## config.mk

```make
export PLATFORM = sky130hd
export DESIGN_NAME = udpmb_ctrl
export DESIGN_NICKNAME = d
export VERILOG_FILES = /design/src/rtl/core/udpmb_pkg.sv /design/src/rtl/core/udpmb_ctrl.sv
export SDC_FILE = /design/constraint.sdc
export NUM_CORES = 1
export LEC_CHECK = 0
export BUFFER_PORTS_ARGS = -buffer_cell sky130_fd_sc_hd__clkbuf_2
export CORE_AREA = 2 2 190 192
export DETAILED_ROUTE_END_ITERATION = 10
export DIE_AREA = 0 0 192 194
export PLACE_DENSITY = 0.67
export SYNTH_ARGS = -nofsm -noshare
export SYNTH_HDL_FRONTEND = slang
export SYNTH_SLANG_ARGS = --single-unit
```

## constraint.sdc

```tcl
create_clock -name clock -period 3.6 [get_ports clock]
set_clock_uncertainty 0.1 [all_clocks]
set_input_delay 0.18 -clock clock [delete_from_list [all_inputs] [get_ports clock]]
set_output_delay 0.18 -clock clock [all_outputs]
set_load 0.05 [all_outputs]
```

## src/rtl/core/udpmb_pkg.sv

```systemverilog
`default_nettype none

package udpmb_pkg;

   localparam int SLOTS        = 8;
   localparam int BUFFER_BYTES = 1024;

   localparam int SLOT_W  = (SLOTS > 1) ? $clog2(SLOTS) : 1;
   localparam int OFS_W   = (BUFFER_BYTES > 1) ? $clog2(BUFFER_BYTES) : 1;
   localparam int LEN_W   = $clog2(BUFFER_BYTES + 1);
   localparam int PAY_AW  = SLOT_W + OFS_W;
   localparam int META_W  = 48;

   typedef enum logic [2:0] {
      CMD_BIND    = 3'd0,
      CMD_UNBIND  = 3'd1,
      CMD_HEADER  = 3'd2,
      CMD_PAYLOAD = 3'd3,
      CMD_TAKE    = 3'd4,
      CMD_READ    = 3'd5
   } cmd_type;

   typedef enum logic [1:0] {
      ST_OK      = 2'd0,
      ST_NO_SLOT = 2'd1,
      ST_EMPTY   = 2'd2
   } status_type;

   typedef struct packed {
      logic [2:0]  cmd;
      logic [15:0] port;
      logic [31:0] src_ip;
      logic [15:0] src_port;
      logic [15:0] udp_length;
      logic [7:0]  payload_byte;
      logic        last;
      logic [2:0]  slot;
      logic [9:0]  offset;
      logic [10:0] max_len;
   } req_type;

   // result of one word before the memory data is merged in
   typedef struct packed {
      logic       has_result;
      status_type status;
      logic [2:0] slot_out;
      logic [10:0] length;
      logic       from_meta;
      logic       from_pay;
   } stage_type;

   typedef struct packed {
      logic              we;
      logic              re;
      logic [PAY_AW-1:0] addr;
      logic [7:0]        wdata;
   } pay_req_type;

   typedef struct packed {
      logic              we;
      logic              re;
      logic [SLOT_W-1:0] addr;
      logic [META_W-1:0] wdata;
   } meta_req_type;

endpackage

`default_nettype wire

```

## src/rtl/core/udpmb_ctrl.sv

```systemverilog
`default_nettype none

module udpmb_ctrl (
   input  wire logic                    clock,
   input  wire logic                    reset,
   input  wire logic                    accept,
   input  wire udpmb_pkg::req_type      item,
   output udpmb_pkg::stage_type         result,
   output udpmb_pkg::pay_req_type       pay_req,
   output udpmb_pkg::meta_req_type      meta_req
);

   import udpmb_pkg::*;

   logic [15:0]       bound_ff [SLOTS];
   logic [15:0]       bound_in [SLOTS];
   logic [LEN_W-1:0]  size_ff  [SLOTS];
   logic [LEN_W-1:0]  size_in  [SLOTS];

   logic              rx_active_ff, rx_active_in;
   logic [SLOT_W-1:0] rx_slot_ff, rx_slot_in;
   logic [LEN_W-1:0]  rx_length_ff, rx_length_in;
   logic [LEN_W-1:0]  rx_pointer_ff, rx_pointer_in;
   logic [31:0]       rx_ip_ff, rx_ip_in;
   logic [15:0]       rx_sport_ff, rx_sport_in;

   logic              bind_hit, unb_hit, hdr_hit;
   logic [SLOT_W-1:0] bind_idx, unb_idx, hdr_idx;

   cmd_type           cmd;
   logic [SLOT_W-1:0] sidx;
   logic              slot_ok;
   logic [15:0]       len_raw;
   logic [LEN_W-1:0]  hdr_len;
   logic              rx_store;
   logic [LEN_W-1:0]  rx_ptr_next;
   logic [10:0]       held_len;

   assign cmd     = cmd_type'(item.cmd);
   assign sidx    = item.slot[SLOT_W-1:0];
   assign slot_ok = int'(item.slot) < SLOTS;
   assign len_raw = item.udp_length - 16'd8;
   assign hdr_len = (len_raw > 16'(BUFFER_BYTES)) ? LEN_W'(BUFFER_BYTES)
                                                  : len_raw[LEN_W-1:0];
   assign rx_store    = rx_pointer_ff < rx_length_ff;
   assign rx_ptr_next = rx_store ? rx_pointer_ff + LEN_W'(1) : rx_pointer_ff;
   assign held_len    = 11'(size_ff[sidx]);

   // parallel port searches, lowest slot wins
   always_comb begin
      bind_hit = 1'b0;
      bind_idx = '0;
      unb_hit  = 1'b0;
      unb_idx  = '0;
      hdr_hit  = 1'b0;
      hdr_idx  = '0;
      for (int i = SLOTS - 1; i >= 0; i--) begin
         if (bound_ff[i] == item.port || bound_ff[i] == 16'd0) begin
            bind_hit = 1'b1;
            bind_idx = SLOT_W'(i);
         end
         if (bound_ff[i] == item.port) begin
            unb_hit = 1'b1;
            unb_idx = SLOT_W'(i);
         end
         if (bound_ff[i] != 16'd0 && bound_ff[i] == item.port) begin
            hdr_hit = 1'b1;
            hdr_idx = SLOT_W'(i);
         end
      end
   end

   always_comb begin
      bound_in      = bound_ff;
      size_in       = size_ff;
      rx_active_in  = rx_active_ff;
      rx_slot_in    = rx_slot_ff;
      rx_length_in  = rx_length_ff;
      rx_pointer_in = rx_pointer_ff;
      rx_ip_in      = rx_ip_ff;
      rx_sport_in   = rx_sport_ff;
      result        = '0;
      pay_req       = '0;
      meta_req      = '0;
      if (accept) begin
         unique case (cmd)
            CMD_BIND: begin
               result.has_result = 1'b1;
               if (bind_hit) begin
                  bound_in[bind_idx] = item.port;
                  result.slot_out    = 3'(bind_idx);
               end else begin
                  result.status = ST_NO_SLOT;
               end
            end
            CMD_UNBIND: begin
               result.has_result = 1'b1;
               if (unb_hit) begin
                  bound_in[unb_idx] = 16'd0;
                  size_in[unb_idx]  = '0;
                  if (rx_active_ff && rx_slot_ff == unb_idx) begin
                     rx_active_in = 1'b0;
                  end
               end else begin
                  result.status = ST_NO_SLOT;
               end
            end
            CMD_HEADER: begin
               result.has_result = 1'b1;
               rx_active_in      = 1'b0;
               if (hdr_hit) begin
                  result.slot_out = 3'(hdr_idx);
                  rx_slot_in      = hdr_idx;
                  rx_length_in    = hdr_len;
                  rx_pointer_in   = '0;
                  rx_ip_in        = item.src_ip;
                  rx_sport_in     = item.src_port;
                  if (hdr_len == '0) begin
                     // empty packet commits at once
                     size_in[hdr_idx] = '0;
                     meta_req.we      = 1'b1;
                     meta_req.addr    = hdr_idx;
                     meta_req.wdata   = {item.src_ip, item.src_port};
                  end else begin
                     rx_active_in = 1'b1;
                  end
               end else begin
                  result.status = ST_NO_SLOT;
               end
            end
            CMD_PAYLOAD: begin
               if (rx_active_ff) begin
                  pay_req.we    = rx_store;
                  pay_req.addr  = {rx_slot_ff, rx_pointer_ff[OFS_W-1:0]};
                  pay_req.wdata = item.payload_byte;
                  rx_pointer_in = rx_ptr_next;
                  if (item.last) begin
                     size_in[rx_slot_ff] = rx_ptr_next;
                     meta_req.we         = 1'b1;
                     meta_req.addr       = rx_slot_ff;
                     meta_req.wdata      = {rx_ip_ff, rx_sport_ff};
                     rx_active_in        = 1'b0;
                  end
               end
            end
            CMD_TAKE: begin
               result.has_result = 1'b1;
               if (!slot_ok) begin
                  result.status = ST_NO_SLOT;
               end else if (held_len == 11'd0) begin
                  result.status = ST_EMPTY;
               end else begin
                  result.length    = (item.max_len < held_len) ? item.max_len : held_len;
                  result.from_meta = 1'b1;
                  meta_req.re      = 1'b1;
                  meta_req.addr    = sidx;
                  size_in[sidx]    = '0;
               end
            end
            CMD_READ: begin
               result.has_result = 1'b1;
               if (!slot_ok) begin
                  result.status = ST_NO_SLOT;
               end else if (11'(item.offset) >= held_len) begin
                  result.status = ST_EMPTY;
               end else begin
                  result.from_pay = 1'b1;
                  pay_req.re      = 1'b1;
                  pay_req.addr    = {sidx, item.offset[OFS_W-1:0]};
               end
            end
            default: begin
            end
         endcase
      end
   end

   always_ff @(posedge clock) begin
      if (reset) begin
         for (int i = 0; i < SLOTS; i++) begin
            bound_ff[i] <= '0;
            size_ff[i]  <= '0;
         end
         rx_active_ff  <= 1'b0;
         rx_slot_ff    <= '0;
         rx_length_ff  <= '0;
         rx_pointer_ff <= '0;
         rx_ip_ff      <= '0;
         rx_sport_ff   <= '0;
      end else begin
         bound_ff      <= bound_in;
         size_ff       <= size_in;
         rx_active_ff  <= rx_active_in;
         rx_slot_ff    <= rx_slot_in;
         rx_length_ff  <= rx_length_in;
         rx_pointer_ff <= rx_pointer_in;
         rx_ip_ff      <= rx_ip_in;
         rx_sport_ff   <= rx_sport_in;
      end
   end

endmodule

`default_nettype wire

```

==> flow_summary.yaml <==
run_status:
  status: "complete, but fails checks"
  violations: "setup timing"
sta:
  timing.final.crit_share_pct: 116
  hold_violations: 0
  max-slew-margin-rel_pct: 27.5
  worst-slew-pin-transition_ns: 1.09
  layout_setup_ws_ns: -0.559
  timing.final.crit_period_ns: 4.16
  timing.fmax_mhz: 240
  timing.final.max_slew_violations: 0
  setup_viol: 27
  setup_repair_after_global_routing_missed_its_margin: "yes"
die:
  pin_count: 214
  die_x_um: 192
  fp-row-count: 69
  die-area_um2: 37200
  die_h_um: 194
  design.core.area_um2: 35200
  initial_core_util_pct: 44.2
route:
  drcViolationCount: 0
  detail_route.wirelength_um: 57300
  viasPerCell: 6.08
  drt_first_iter_violations: 1706
  ant_nets: 0
  route.vias.total: 16300
  average_wire_per_standard_cell_um: 21.4
  drt-pass1-iter-count: 5
critical_path:
  cp_slowest_cell: "a221o_2"
  end_kind: "output port"
  worst_ep_arrival_time_ns: 3.88
  timing.critical_path.fanout_max: 6
  startpoint_type_of_the_worst_setup_path: "flop"
  crit_type: "flop to output port"
  cp-endpoint: "result[6]"
  timing.rr.start: "size_ff[51]"
  rr_endpoint: "size_ff[19]"
  cp.required_ns: 3.32
  crit_path_cell_trace: "mux2_4 > a221o_1 > o2bb2ai_2 > inv_2 > ha_4 > a21o_1 > a21o_1 > a21o_1 > a21o_1 > a21o_1 > a21o_1 > a221o_2 > buf_12 > a211oi_4 > buf_8"
  cp_common_cell: "a21o_1"
  critPathMaxStageDelay_ns: 0.46
  rrSetupSlack_ns: 0.12
  worstSetupStartpoint: "size_ff[26]"
  r2r_cells: 12
yosys:
  cell_area_after_synthesis_um2: 15600
  synth_largest_area_cell: "dfxtp_1"
  yosys_register_bits: 290
  yosys.area.top_type_share_pct: 37.3
  library_cells_used_by_synthesis: 85
  synth_top_cells_by_area: "dfxtp_1 37%, nand2_1 4.6%, o2bb2ai_1 4.4%, xnor2_1 4.4%, xor2_1 4.0%"
  synth_flop_cell: "dfxtp_1"
  synth_sequential_area_ratio_pct: 37.3
  synth_enable_flop_cells: 0
  yosysWarnings: 0
  netlist_instances: 1837
  synth_fp_nets: 1988
  postSynthAreaPerCell_um2: 8.48
  postSynth.asyncResetShare_pct: 0
pwr:
  powerDensity_nw_per_um2: 364
  power.ir.vdd_worst_uv: 477
  leakage_nw: 8.30
  p_total_mw: 7.84
finish:
  layout.cells.most_common: "dfxtp_1"
  layout.cells.most_common_list: "276 x dfxtp_1, 191 x nand2_1, 160 x buf_4"
  drive_above_1_share_pct: 27.6
  final_net_count: 2341
  area_growth_syn_to_layout_pct: 38.5
  n_antenna_cell: 0
  instances_no_fill: 2675
  num-fill-cells: 2914
clock_network:
  cts.clk_slew.worst_paths_ns: 0.06
  tritoncts: "done"
  cts.sinks: 290
  cts_inserted_buffers: 34
  cts_max_level: 2
  cts_root_buf: "clkbuf_16"
  max-clock-path-buffers: 3
  worst_skew_pair.late_latency_ns: 0.52
grt:
  grt_overflow_total: 0
  track_usage_pct: 29.5
  maximum_number_of_pins_on_one_net_before_global_route_repair: 55
  grt_pass1_wl_um: 87100
  grt_antenna_before_repair: 0
  via_count_of_the_first_global_routing_pass: 15700
min_path:
  hold_path.class: "primary input to flop"
placed_design:
  buffer_ports.inserted: 213
  dpl.hpwl_um: 38500
  placed_cells: 2536
  routabilityCongestion: 0.933
flow_run:
  max_cap_violations: 0
[how the worst min path moves through the flow]
stage | startpoint | end | slack, ns | depth (start not counted)
2_1_floorplan | item[65] | rx_ip_ff[0] | 0.22 | 2
3_3_place_gp | item[61] | rx_sport_ff[12] | 0.32 | 3
3_5_place_dp | item[61] | rx_sport_ff[12] | 0.32 | 3
4_1_cts | item[39] | rx_length_ff[6] | 0.06 | 5
5_1_grt | item[40] | rx_length_ff[7] | 0.1 | 5
6_report | item[39] | rx_length_ff[6] | 0.08 | 5
[critical path, delay by kind of cell (launching register included)]
kind	cells	cell delay, ns
AOI/OAI and AO/OA	10	2.13
adders and majority gates	1	0.20
buffers and inverters	3	0.45
DFF	1	0.32
muxes	1	0.26
[state kept, by name, indices dropped and copies added (netlist names)]
register       cells
rx_slot_ff         3
rx_pointer_ff     11
rx_sport_ff       16
bound_ff         128
rx_length_ff      11
rx_ip_ff          32
size_ff           88
rx_active_ff       1
[report_power, final]
part / switching (mW) / total [mW] / internal (mW)
sequential: 0.00928 / 3.23 / 3.22
combinational: 0.546 / 0.919 / 0.372
clock: 1.38 / 3.70 / 2.32
total: 1.94 / 7.84 / 5.91
[timing repair]
action | CTS | global route
hold endpoints to repair | 52 | 0
pin swaps | 29 | 25
cloned | 2 | 2
buffers inserted | 5 | 20
endpoints found under the setup margin | 84 | 161
gates resized for setup | 117 | 90
hold buffers | 52 | 0
[logic make-up (layout without fill, tap and decap cells)]
group           count (synthesis)  after routing  synth area share (%)
xor+xnor                      149            149                  8.38
flops                         290            290                  37.3
simple gates                  637            637                  20.8
mux                            26             26                  2.40
fa+ha+maj                      32             32                  2.57
buf+inv                       186            563                  5.06
compound gates                517            517                  23.5
[per-stage QoR]
| stage | setup WS, ns | setup TNS, ns | hold WS, ns | instance area, um2 | utilization (%) |
|---|---|---|---|---|---|
| CTS | -0.517 | -11.94 | 0.0585 | 21100 | 59.9 |
| global route | -0.659 | -15.77 | 0.0972 | 21600 | 61.2 |
| detailed placement | -0.376 | -21.73 | 0.322 | 18700 | 53.2 |
| finish | -0.559 | -12.77 | 0.0815 | 21600 | 61.2 |
| global placement | -0.206 | -12.58 | 0.316 | 18700 | 53.2 |
| floorplan | -0.0927 | -0.759 | 0.216 | 15900 | - |
[final cells by class]
type                    count  area (um2)  share of cell area [%]
clock buffers              50        1050                    4.89
multi-input cells        1361        9680                    44.9
inverters                  52         195                   0.905
clock inverters            10         154                   0.714
repair buffers            451        4080                    18.9
flip-flops and latches    290        5820                    27.0
well taps                 461         577                    2.67
[cells in the mapped netlist, types with 5 or more instances]
library cell	instances
a221oi_1	11
and3_1	13
and4_1	8
xnor2_1	78
nand3_2	6
buf_6	5
o21ai_1	24
o22ai_1	16
nand3_1	76
buf_1	5
mux4_2	8
or4_1	5
o211a_1	6
nand4_1	33
nor2b_1	30
xor2_1	71
o2bb2ai_1	78
a21o_1	14
a211oi_1	14
nand2_1	191
o211ai_1	6
a22o_1	60
a22oi_1	58
nand3b_1	8
clkbuf_1	88
mux2i_1	10
a31oi_1	13
inv_1	51
o31ai_1	6
a21oi_1	94
nor2_1	116
dfxtp_1	290
nor3_1	35
buf_2	33
nand2b_1	13
or3_1	5
o21ai_0	77
and2_1	18
ha_1	32
a221o_1	5
nor4_1	54
[layer usage]
layer  share of wire [%]  wire length (um)  vias to the layer above  global-route usage [%]
li1                    -                 -                     7418                       -
met1                  41             23700                     7790                    38.7
met2                  45             25700                      875                    46.0
met3                 9.3              5330                      179                    7.20
met4                 4.5              2580                        0                    12.8
met5                   0                 0                        -                       0
No activity file was read; power rests on OpenSTA's default activity.
