<file path="src/rtl/core/udpmb_ram.sv">
`default_nettype none

module udpmb_ram #(
   parameter int DATA_W = 8,
   parameter int ADDR_W = 4
) (
   input  wire logic              clock,
   input  wire logic              we,
   input  wire logic [ADDR_W-1:0] waddr,
   input  wire logic [DATA_W-1:0] wdata,
   input  wire logic              re,
   input  wire logic [ADDR_W-1:0] raddr,
   output logic      [DATA_W-1:0] rd_data
);

   localparam int DEPTH = 1 << ADDR_W;

   logic [DATA_W-1:0] mem_ff [DEPTH];
   logic [DATA_W-1:0] rd_data_ff;

   always_ff @(posedge clock) begin
      if (we) begin
         mem_ff[waddr] <= wdata;
      end
   end

   always_ff @(posedge clock) begin
      if (re) begin
         rd_data_ff <= mem_ff[raddr];
      end
   end

   assign rd_data = rd_data_ff;

endmodule

`default_nettype wire

</file>
<file path="config.mk">
export PLATFORM = sky130hd
export DESIGN_NAME = udpmb_ram
export DESIGN_NICKNAME = d
export VERILOG_FILES = /design/src/rtl/core/udpmb_ram.sv
export SDC_FILE = /design/constraint.sdc
export NUM_CORES = 1
export LEC_CHECK = 0
export ABC_AREA = 1
export BUFFER_PORTS_ARGS = -buffer_cell sky130_fd_sc_hd__buf_2
export CORE_UTILIZATION = 26
export CTS_CLUSTER_SIZE = 24
export DETAILED_ROUTE_END_ITERATION = 12
export PLACE_DENSITY = 0.44
export SYNTH_ARGS = -nofsm -noshare
export SYNTH_HDL_FRONTEND = slang
export SYNTH_SLANG_ARGS = --single-unit
export TNS_END_PERCENT = 20
</file>
<file path="constraint.sdc">
create_clock -name clock -period 1 [get_ports clock]
set_input_delay 0.1 -clock clock [delete_from_list [all_inputs] [get_ports clock]]
set_output_delay 0.1 -clock clock [all_outputs]
set_load 0.005 [all_outputs]
</file>
==> summary.md, run 1 <==
| Metric | Value |
|---|---|
| Final worst-path setup slack | -99.3 ps |
| DRT iter0 DRCs | 309 |
| Fin crit share | 1.10 |
| First-pass GRT wire length | 22500 um |
| Multi-input gate area | 0.00151 mm2 |
| Outcome | complete, but fails checks |
| CP Class | reg -> reg |
| Asr flop ratio synth | 0 |
| Final setup viols | 15 |
| WL/cell | 16.2 um |
| WL final | 14700 um |
| Worst EP arrival | 1270 ps |
| H-tree levels | 4 |
| Main area contributors after synthesis | edfxtp_1 70%, nand2_1 11%, nand3_1 8.3% |
| Area leader, netlist | edfxtp_1 |
| Post-synth top area share | 0.698 |
| Crit end category | flip-flop |
| Crit path max fanout | 1 |
| CTS tree | done |
| Synth cell count leaders | 173 x nand2_1, 136 x edfxtp_1, 100 x inv_1, 97 x nand3_1, 17 x nor2_1 |
| Uppermost layer routed | met4 |
| Final ANT Viol Nets | 0 |
| Final min period | 1100 ps |
| Gate power share | 0.070 |
| CTS Buf Count | 17 |
| Initial antenna violation count | 0 |
| Startpoint Class | flip-flop |
| Wire length on met2 | 7130 um |
| Sequential standard cell area | 0.00408 mm2 |
| N_diodes | 0 |
| CTS root buf | clkbuf_16 |
| Maximum clock insertion buffer count | 2 |
| Seq/Total Area, Yosys | 0.698 |
| Fmax | 910 MHz |
| Via density | 4.25 |
| Int Pwr | 11500 uW |
| Hold Slack | 24.8 ps |
| Starting Density | 0.266 |
| Wl on met1 | 6820 um |
| RSZ-0062 raised after global routing | true |
| Relative slew slack | 0.719 |
| Cts hold-fix bufs | 0 |
| Remaining global-route overflow | 0 |
| WP data required | 1170 ps |
| Router iterations before antenna repair | 8 |
| R2R Setup Slk | -100 ps |
| Number of fill cells | 2140 |
| Chip height | 152 um |
| Seq pwr share | 0.444 |
| Psw | 3070 uW |
| Mapped cell area | 0.00585 mm2 |
| CTS sink cnt | 136 |
| Yosys warns | 0 |
| Post-synth top flop | edfxtp_1 |
| Total Nets Final | 632 |
| Syn-to-layout area delta | 29.3% |
| Max-cap viol count | 0 |
| Synth unique cells | 11 |
| Estimated wirelength of the detail-placed design | 9710 um |
| Width of the die | 152 um |
| Final Hold Viols | 0 |
| Syn Area/Cell | 10.6 um2 |
| Post-synth EDFFs | 136 |
| IO buf count | 26 |
| Met3 wire len | 601 um |
| Leak | 0.00322 uW |
| Core ar. | 0.0220 mm2 |
| Failing checks | DRC, setup timing |
| Vias in the first global route | 3868 |
| Syn Nets | 570 |
| Hold Path Class | in -> reg |
| Largest net degree at the start of global routing | 41 |
| Final Non-Filler Cells | 905 |
| Count leader, synth | nand2_1 |
| Worst-Margin Slew | 421 ps |
| Max Clock Skew | 7.59 ps |
| Sw Ratio | 0.211 |
| Slew Limit Fails | 0 |
| # rows | 54 |
| DR vias | 3849 |
| Die Area | 0.0231 mm2 |
| Clk pin slew, worst setup/hold paths | 60 ps |
| Flops & latches, synth | 136 |
| DR DRC count | 4 |
| # IOs | 27 |
| Syn Inst Count | 551 |
| Post CTS Setup Buffer Count | 0 |
| Layout cells sized above 1 | 0.262 |
| GPL Wtd Cong | 0.873 |
| Worst skew pair latency | 420 ps |
| Dpl cells | 874 |
| Total Routing Usage GR | 0.133 |
| Power per standard cell area | 1920 mW/mm2 |
| Final Core Density | 0.344 |
| Clock power frac | 0.486 |
| Maximum vdd drop | 857 uV |
worst max-delay path, stage by stage (launching register included):
cell,delay (ps)
edfxtp_1,350
inv_1,70
nand2_1,80
nand3_2,90
nand3_2,100
nand3_2,110
nand2_2,60
metal layers:
metal | up-vias | global-route usage
met5 | - | 0
met4 | 0 | 0.0554
met3 | 6 | 0.0302
met2 | 75 | 0.215
met1 | 1861 | 0.172
li1 | 1907 | -
registers in the layout (all words and copies together) (netlist names):
| name | count |
|---|---|
| rd_data | 8 |
| mem_ff | 128 |
through the flow:
step	instance area (um2)	power (uW)	TNS, ps	worst slack, ps
floorplan	5850	7020	-3880	-50.8
global placement	6590	7500	-11120	-405
detailed placement	6590	7500	-12690	-423
CTS	7440	14700	-988	-91.7
global route	7560	15000	-1530	-163
finish	7560	14500	-728	-99.3
what timing repair did:
action	4_1_cts	5_1_grt
pin swaps	16	17
setup endpoints to repair	16	16
resized for setup	41	25
kinds of logic (layout without fill, tap and decap cells):
kind of cell	after synthesis	after routing	share of synthesized area
flops	136	136	0.698
buf+inv	126	200	0.0939
simple gates	289	289	0.208
worst paths after layout:
kind | startpoint | cells past startpoint | endpoint
worst max-delay path | mem_ff[6][1]$_DFFE_PP_ | 6 | rd_data[1]$_DFFE_PP_
worst min-delay path | re | 1 | rd_data[4]$_DFFE_PP_
worst max register to register | mem_ff[6][1]$_DFFE_PP_ | 6 | rd_data[1]$_DFFE_PP_
worst min register to register | mem_ff[10][0]$_DFFE_PP_ | 6 | rd_data[0]$_DFFE_PP_
final cells by class:
cell class                 instances  share of cell area
tap                              280              0.0463
multi-input combinational        289               0.200
inverter                         102              0.0506
clock inverter                    14              0.0323
clock buffer                      17              0.0563
timing repair buffer              67              0.0745
sequential                       136               0.540
layout by cell type, fill, tap and decap left out:
cell type / instances
nand3b_1: 2
nand2_1: 165
buf_2: 26
nand3_2: 53
buf_4: 31
nand2_2: 8
inv_1: 97
nand3_4: 1
clkinvlp_4: 1
inv_6: 4
edfxtp_1: 136
inv_2: 5
clkbuf_16: 17
bufinv_16: 6
nand3_1: 43
clkinv_4: 2
buf_12: 10
nor2_1: 17
clkinv_1: 1
power by group through the flow:
stage	sequential, uW	clock (uW)	combinational [uW]
2_1_floorplan	6570	0	450
3_3_place_gp	6570	0	924
3_5_place_dp	6570	0	927
4_1_cts	6460	7210	997
5_1_grt	6460	7450	1120
6_report	6450	7070	1020
Note: power is estimated with default switching activity, not from simulation.
==> run 2: changes to the inputs <==
Settings changed: REMOVE_ABC_BUFFERS set to 1.
==> summary.md, run 2 (same netlist as run 1, synthesis figures left out) <==
| Metric | Value |
|---|---|
| Final ANT Viol Nets | 0 |
| Cts hold-fix bufs | 0 |
| Router iterations before antenna repair | 9 |
| Fin crit share | 1.07 |
| First-pass GRT wire length | 23000 um |
| Chip height | 152 um |
| RR Startpoint | mem_ff[11][1]$_DFFE_PP_ |
| Final Core Density | 0.332 |
| Via density | 4.28 |
| Largest register FFs | 128 |
| Total Nets Final | 621 |
| CTS tree | done |
| Final worst-path setup slack | -73.8 ps |
| # IOs | 27 |
| # rows | 54 |
| Largest Register | mem_ff |
| Layout cells sized above 1 | 0.207 |
| Crit path largest cell delay | 410 ps |
| Worst Hold Depth | 1 |
| Dpl cells | 863 |
| Failing checks | DRC, setup timing |
| Maximum clock insertion buffer count | 2 |
| Crit path max fanout | 1 |
| Hold Path End | rd_data[5]$_DFFE_PP_ |
| Syn-to-layout area delta | 24.8% |
| RSZ-0062 raised after global routing | true |
| Worst skew pair latency | 420 ps |
| Slew Limit Fails | 0 |
| Estimated wirelength of the detail-placed design | 9500 um |
| Starting Density | 0.266 |
| Kind of cell adding the most delay to the critical path | flip-flops |
| Final min period | 1070 ps |
| WP data required | 900 ps |
| DR DRC count | 4 |
| Die Area | 0.0231 mm2 |
| Power per standard cell area | 1930 mW/mm2 |
| Startpoint Class | flip-flop |
| Worst-Margin Slew | 389 ps |
| HP Start | re |
| CP cell instances | buf_2 |
| WL final | 14700 um |
| Commonest non-fill, non-tap cell in the layout | nand2_1 |
| CTS Buf Count | 17 |
| Final setup viols | 13 |
| Post CTS Setup Buffer Count | 0 |
| Max-cap viol count | 0 |
| DRT iter0 DRCs | 244 |
| WL/cell | 16.4 um |
| Most frequent cells in the layout | 166 x nand2_1, 136 x edfxtp_1, 100 x inv_1 |
| Total Routing Usage GR | 0.134 |
| Final Non-Filler Cells | 895 |
| Worst EP arrival | 970 ps |
| N_diodes | 0 |
| Buf+Inv Stages, Crit Path | 1 |
| Leak | 0.00309 uW |
| R2r worst-path depth | 6 |
| DR vias | 3827 |
| CTS root buf | clkbuf_16 |
| Worst R2R End | rd_data[1]$_DFFE_PP_ |
| Vias in the first global route | 3875 |
| Width of the die | 152 um |
| GPL Wtd Cong | 0.756 |
| Largest net degree at the start of global routing | 47 |
| Remaining global-route overflow | 0 |
| Outcome | complete, but fails checks |
| Initial antenna violation count | 0 |
| H-tree levels | 4 |
| Relative slew slack | 0.740 |
| Final Hold Viols | 0 |
| Max Clock Skew | 5.05 ps |
| Hold Path Class | in -> reg |
| IO buf count | 26 |
| Maximum vdd drop | 676 uV |
| Clk pin slew, worst setup/hold paths | 60 ps |
| Slowest CP cell | edfxtp_1 |
| CTS sink cnt | 136 |
| Core ar. | 0.0220 mm2 |
| Crit end category | primary output |
| Fmax | 931 MHz |
| CP Class | reg -> out |
| R2R Setup Slk | -70 ps |
run 2: cell count changes in the layout (fill, tap and decap cells not counted), sizes merged:
cell	before	now
buf	67	56
bufinv	6	5
clkinv	3	7
clkinvlp	1	2
inv	106	103
run 2: worst max path at each step:
stage	slack [ps]	start	end	cells after the start
2_1_floorplan	-220	raddr[0]	rd_data[2]$_DFFE_PP_	6
3_3_place_gp	-280	raddr[0]	rd_data[5]$_DFFE_PP_	8
3_5_place_dp	-290	raddr[0]	rd_data[5]$_DFFE_PP_	8
4_1_cts	-90	rd_data[0]$_DFFE_PP_	rd_data[0]	1
5_1_grt	-140	mem_ff[13][5]$_DFFE_PP_	rd_data[5]$_DFFE_PP_	6
6_report	-70	rd_data[0]$_DFFE_PP_	rd_data[0]	1
run 2: report_power, final:
group	leakage [uW]	switching, uW	total (uW)	internal [uW]
Combinational	0.00155	607	910	303
Clock	0.000301	2300	6680	4380
Sequential	0.00124	33.9	6460	6420
run 2: per-layer routing:
metal / part of all wire / track usage / wire length [um]
met1: 0.48 / 0.183 / 7050
met2: 0.45 / 0.205 / 6670
met3: 0.053 / 0.0322 / 773
met4: 0.011 / 0.0500 / 166
met5: 0 / 0 / 0
run 2: timing repair:
item / in CTS / in global routing
endpoints found under the setup margin: 16 / 16
resized for setup: 25 / 17
pin swaps: 14 / 13
run 2: cell type report:
class / count / area [um2]
flip-flops and latches: 136 / 4080
clock inverters: 15 / 206
multi-input cells: 289 / 1410
fillers: 2185 / 14700
inverters: 102 / 383
clock buffers: 17 / 425
repair buffers: 56 / 443
well taps: 280 / 350
run 2: per-stage QoR:
stage               instance area [um2]  total power (uW)  hold slack [ps]  setup TNS (ps)  setup slack [ps]
floorplan                          5680              6920              199           -5590              -221
global placement                   6470              7440              470           -8770              -278
detailed placement                 6470              7440              466          -10220              -292
CTS                                7220             14100             25.3            -877             -86.2
global route                       7300             14500             45.8           -1470              -144
finish                             7300             14000             38.3            -626             -73.8
==> run 3: changes to the inputs <==
--- a/config.mk
+++ b/config.mk
@@ -9,2 +9,3 @@
 export BUFFER_PORTS_ARGS = -buffer_cell sky130_fd_sc_hd__buf_2
+export CORE_MARGIN = 8
 export CORE_UTILIZATION = 26
==> constraint.sdc (replaced) <==
create_clock -name clock -period 1 [get_ports clock]
set_input_delay 0 -clock clock [delete_from_list [all_inputs] [get_ports clock]]
set_output_delay 0 -clock clock [all_outputs]
set_load 0.005 [all_outputs]
==> summary.md, run 3 (same netlist as run 1, synthesis figures left out) <==
| Metric | Value |
|---|---|
| WP data required | 1160 ps |
| Layout cells sized above 1 | 0.212 |
| # rows | 55 |
| R2r worst-path depth | 6 |
| Max-cap viol count | 0 |
| HP Start | wdata[7] |
| CTS sink cnt | 136 |
| Slew Limit Fails | 0 |
| Maximum vdd drop | 1070 uV |
| Worst-Margin Slew | 392 ps |
| Power per standard cell area | 1800 mW/mm2 |
| DR vias | 3897 |
| Gr busiest metal | met2 |
| RSZ-0062 raised after global routing | true |
| Failing checks | setup timing |
| Worst skew pair latency | 410 ps |
| Largest net degree at the start of global routing | 31 |
| Hold Path End | mem_ff[15][7]$_DFFE_PP_ |
| Die Area | 0.0275 mm2 |
| Fin crit share | 1.07 |
| GPL Wtd Cong | 0.765 |
| RR Startpoint | mem_ff[13][3]$_DFFE_PP_ |
| Worst EP arrival | 1230 ps |
| Total power | 13100 uW |
| Syn-to-layout area delta | 24.5% |
| Via density | 4.29 |
| Crit path max fanout | 1 |
| Final worst-path setup slack | -69.3 ps |
| Fmax | 935 MHz |
| Relative slew slack | 0.739 |
| CP Class | reg -> reg |
| Post CTS Setup Buffer Count | 0 |
| Final min period | 1070 ps |
| Total Routing Usage GR | 0.111 |
| Final ANT Viol Nets | 0 |
| Design area | 0.00728 mm2 |
| Maximum clock insertion buffer count | 2 |
| Initial antenna violation count | 0 |
| Core ar. | 0.0224 mm2 |
| Met3 Resource Use GR | 0.0261 |
| N_diodes | 0 |
| Leak | 0.00309 uW |
| Largest register FFs | 128 |
| Final Hold Viols | 0 |
| WL/cell | 16.2 um |
| Most frequent cells in the layout | 170 x nand2_1, 136 x edfxtp_1, 99 x inv_1 |
| Chip height | 166 um |
| Vias in the first global route | 3883 |
| Hold Path Class | in -> reg |
| GR Layer Usage met2 | 0.169 |
| Final Core Density | 0.325 |
| WL final | 14700 um |
| CTS tree | done |
| Total Nets Final | 629 |
| Commonest non-fill, non-tap cell in the layout | nand2_1 |
| Worst R2R End | rd_data[3]$_DFFE_PP_ |
| Final TNS setup | -420 ps |
| R2R Setup Slk | -70 ps |
| H-tree levels | 4 |
| Router iterations before antenna repair | 5 |
| Outcome | complete, but fails checks |
| Remaining global-route overflow | 0 |
| CTS root buf | clkbuf_16 |
| Startpoint Class | flip-flop |
| First-pass GRT wire length | 23200 um |
| IO buf count | 26 |
| CTS Buf Count | 17 |
| Max Clock Skew | 6.80 ps |
| Starting Density | 0.261 |
| # IOs | 27 |
| Crit end category | flip-flop |
| Largest Register | mem_ff |
| Post-Place Worst Slack | -219 ps |
| DR DRC count | 0 |
| Met1 GRT Util | 0.151 |
| Worst Hold Depth | 1 |
| Final setup viols | 8 |
| Clk pin slew, worst setup/hold paths | 60 ps |
| Dpl cell area | 0.00654 mm2 |
| Width of the die | 166 um |
| DRT iter0 DRCs | 308 |
| Estimated wirelength of the detail-placed design | 9760 um |
-- run 3: what timing repair did --
action / CTS / global route
resized for setup: 19 / 20
pin swaps: 13 / 9
hold buffers: 2 / 0
endpoints found under the hold margin: 24 / 0
endpoints found under the setup margin: 10 / 11
-- run 3: through the flow --
step / hold WS [ps] / instances
2_1_floorplan: 98.9 / 527
3_3_place_gp: 395 / 874
3_5_place_dp: 385 / 874
4_1_cts: 19.2 / 908
5_1_grt: 11.3 / 908
6_report: 17.3 / 908
-- run 3: power breakdown --
group	internal (uW)	switching (uW)	total, uW
clock	3370	2300	5670
combinational	327	614	941
sequential	6420	37.6	6460
-- run 3: metal layers --
metal,vias up,wire length [um],share of wire
met5,-,0,0
met4,0,323,0.022
met3,19,609,0.041
met2,91,6610,0.45
met1,1887,7190,0.49
li1,1900,-,-
-- run 3: worst max-delay path by stage --
stage | start | cells after the start | slack [ps] | end
floorplan | raddr[0] | 6 | -120 | rd_data[2]$_DFFE_PP_
global placement | raddr[0] | 8 | -220 | rd_data[6]$_DFFE_PP_
detailed placement | raddr[0] | 8 | -220 | rd_data[0]$_DFFE_PP_
CTS | mem_ff[15][4]$_DFFE_PP_ | 6 | -90 | rd_data[4]$_DFFE_PP_
global route | mem_ff[4][1]$_DFFE_PP_ | 6 | -140 | rd_data[1]$_DFFE_PP_
finish | mem_ff[13][3]$_DFFE_PP_ | 6 | -70 | rd_data[3]$_DFFE_PP_
-- run 3: layout make-up --
cell class / count / area, um2
inverters: 102 / 383
well taps: 285 / 357
clock buffers: 18 / 429
fillers: 2196 / 15100
repair buffers: 64 / 520
clock inverters: 14 / 110
flip-flops and latches: 136 / 4080
multi-input cells: 289 / 1400
-- run 3: critical path, cell delays in order, from the launching register on --
cell and delay (ps):
edfxtp_1 350, inv_1 50, nand2_1 40, nand3_1 100, nand3_2 110, nand3_2 80
nand2_1 80
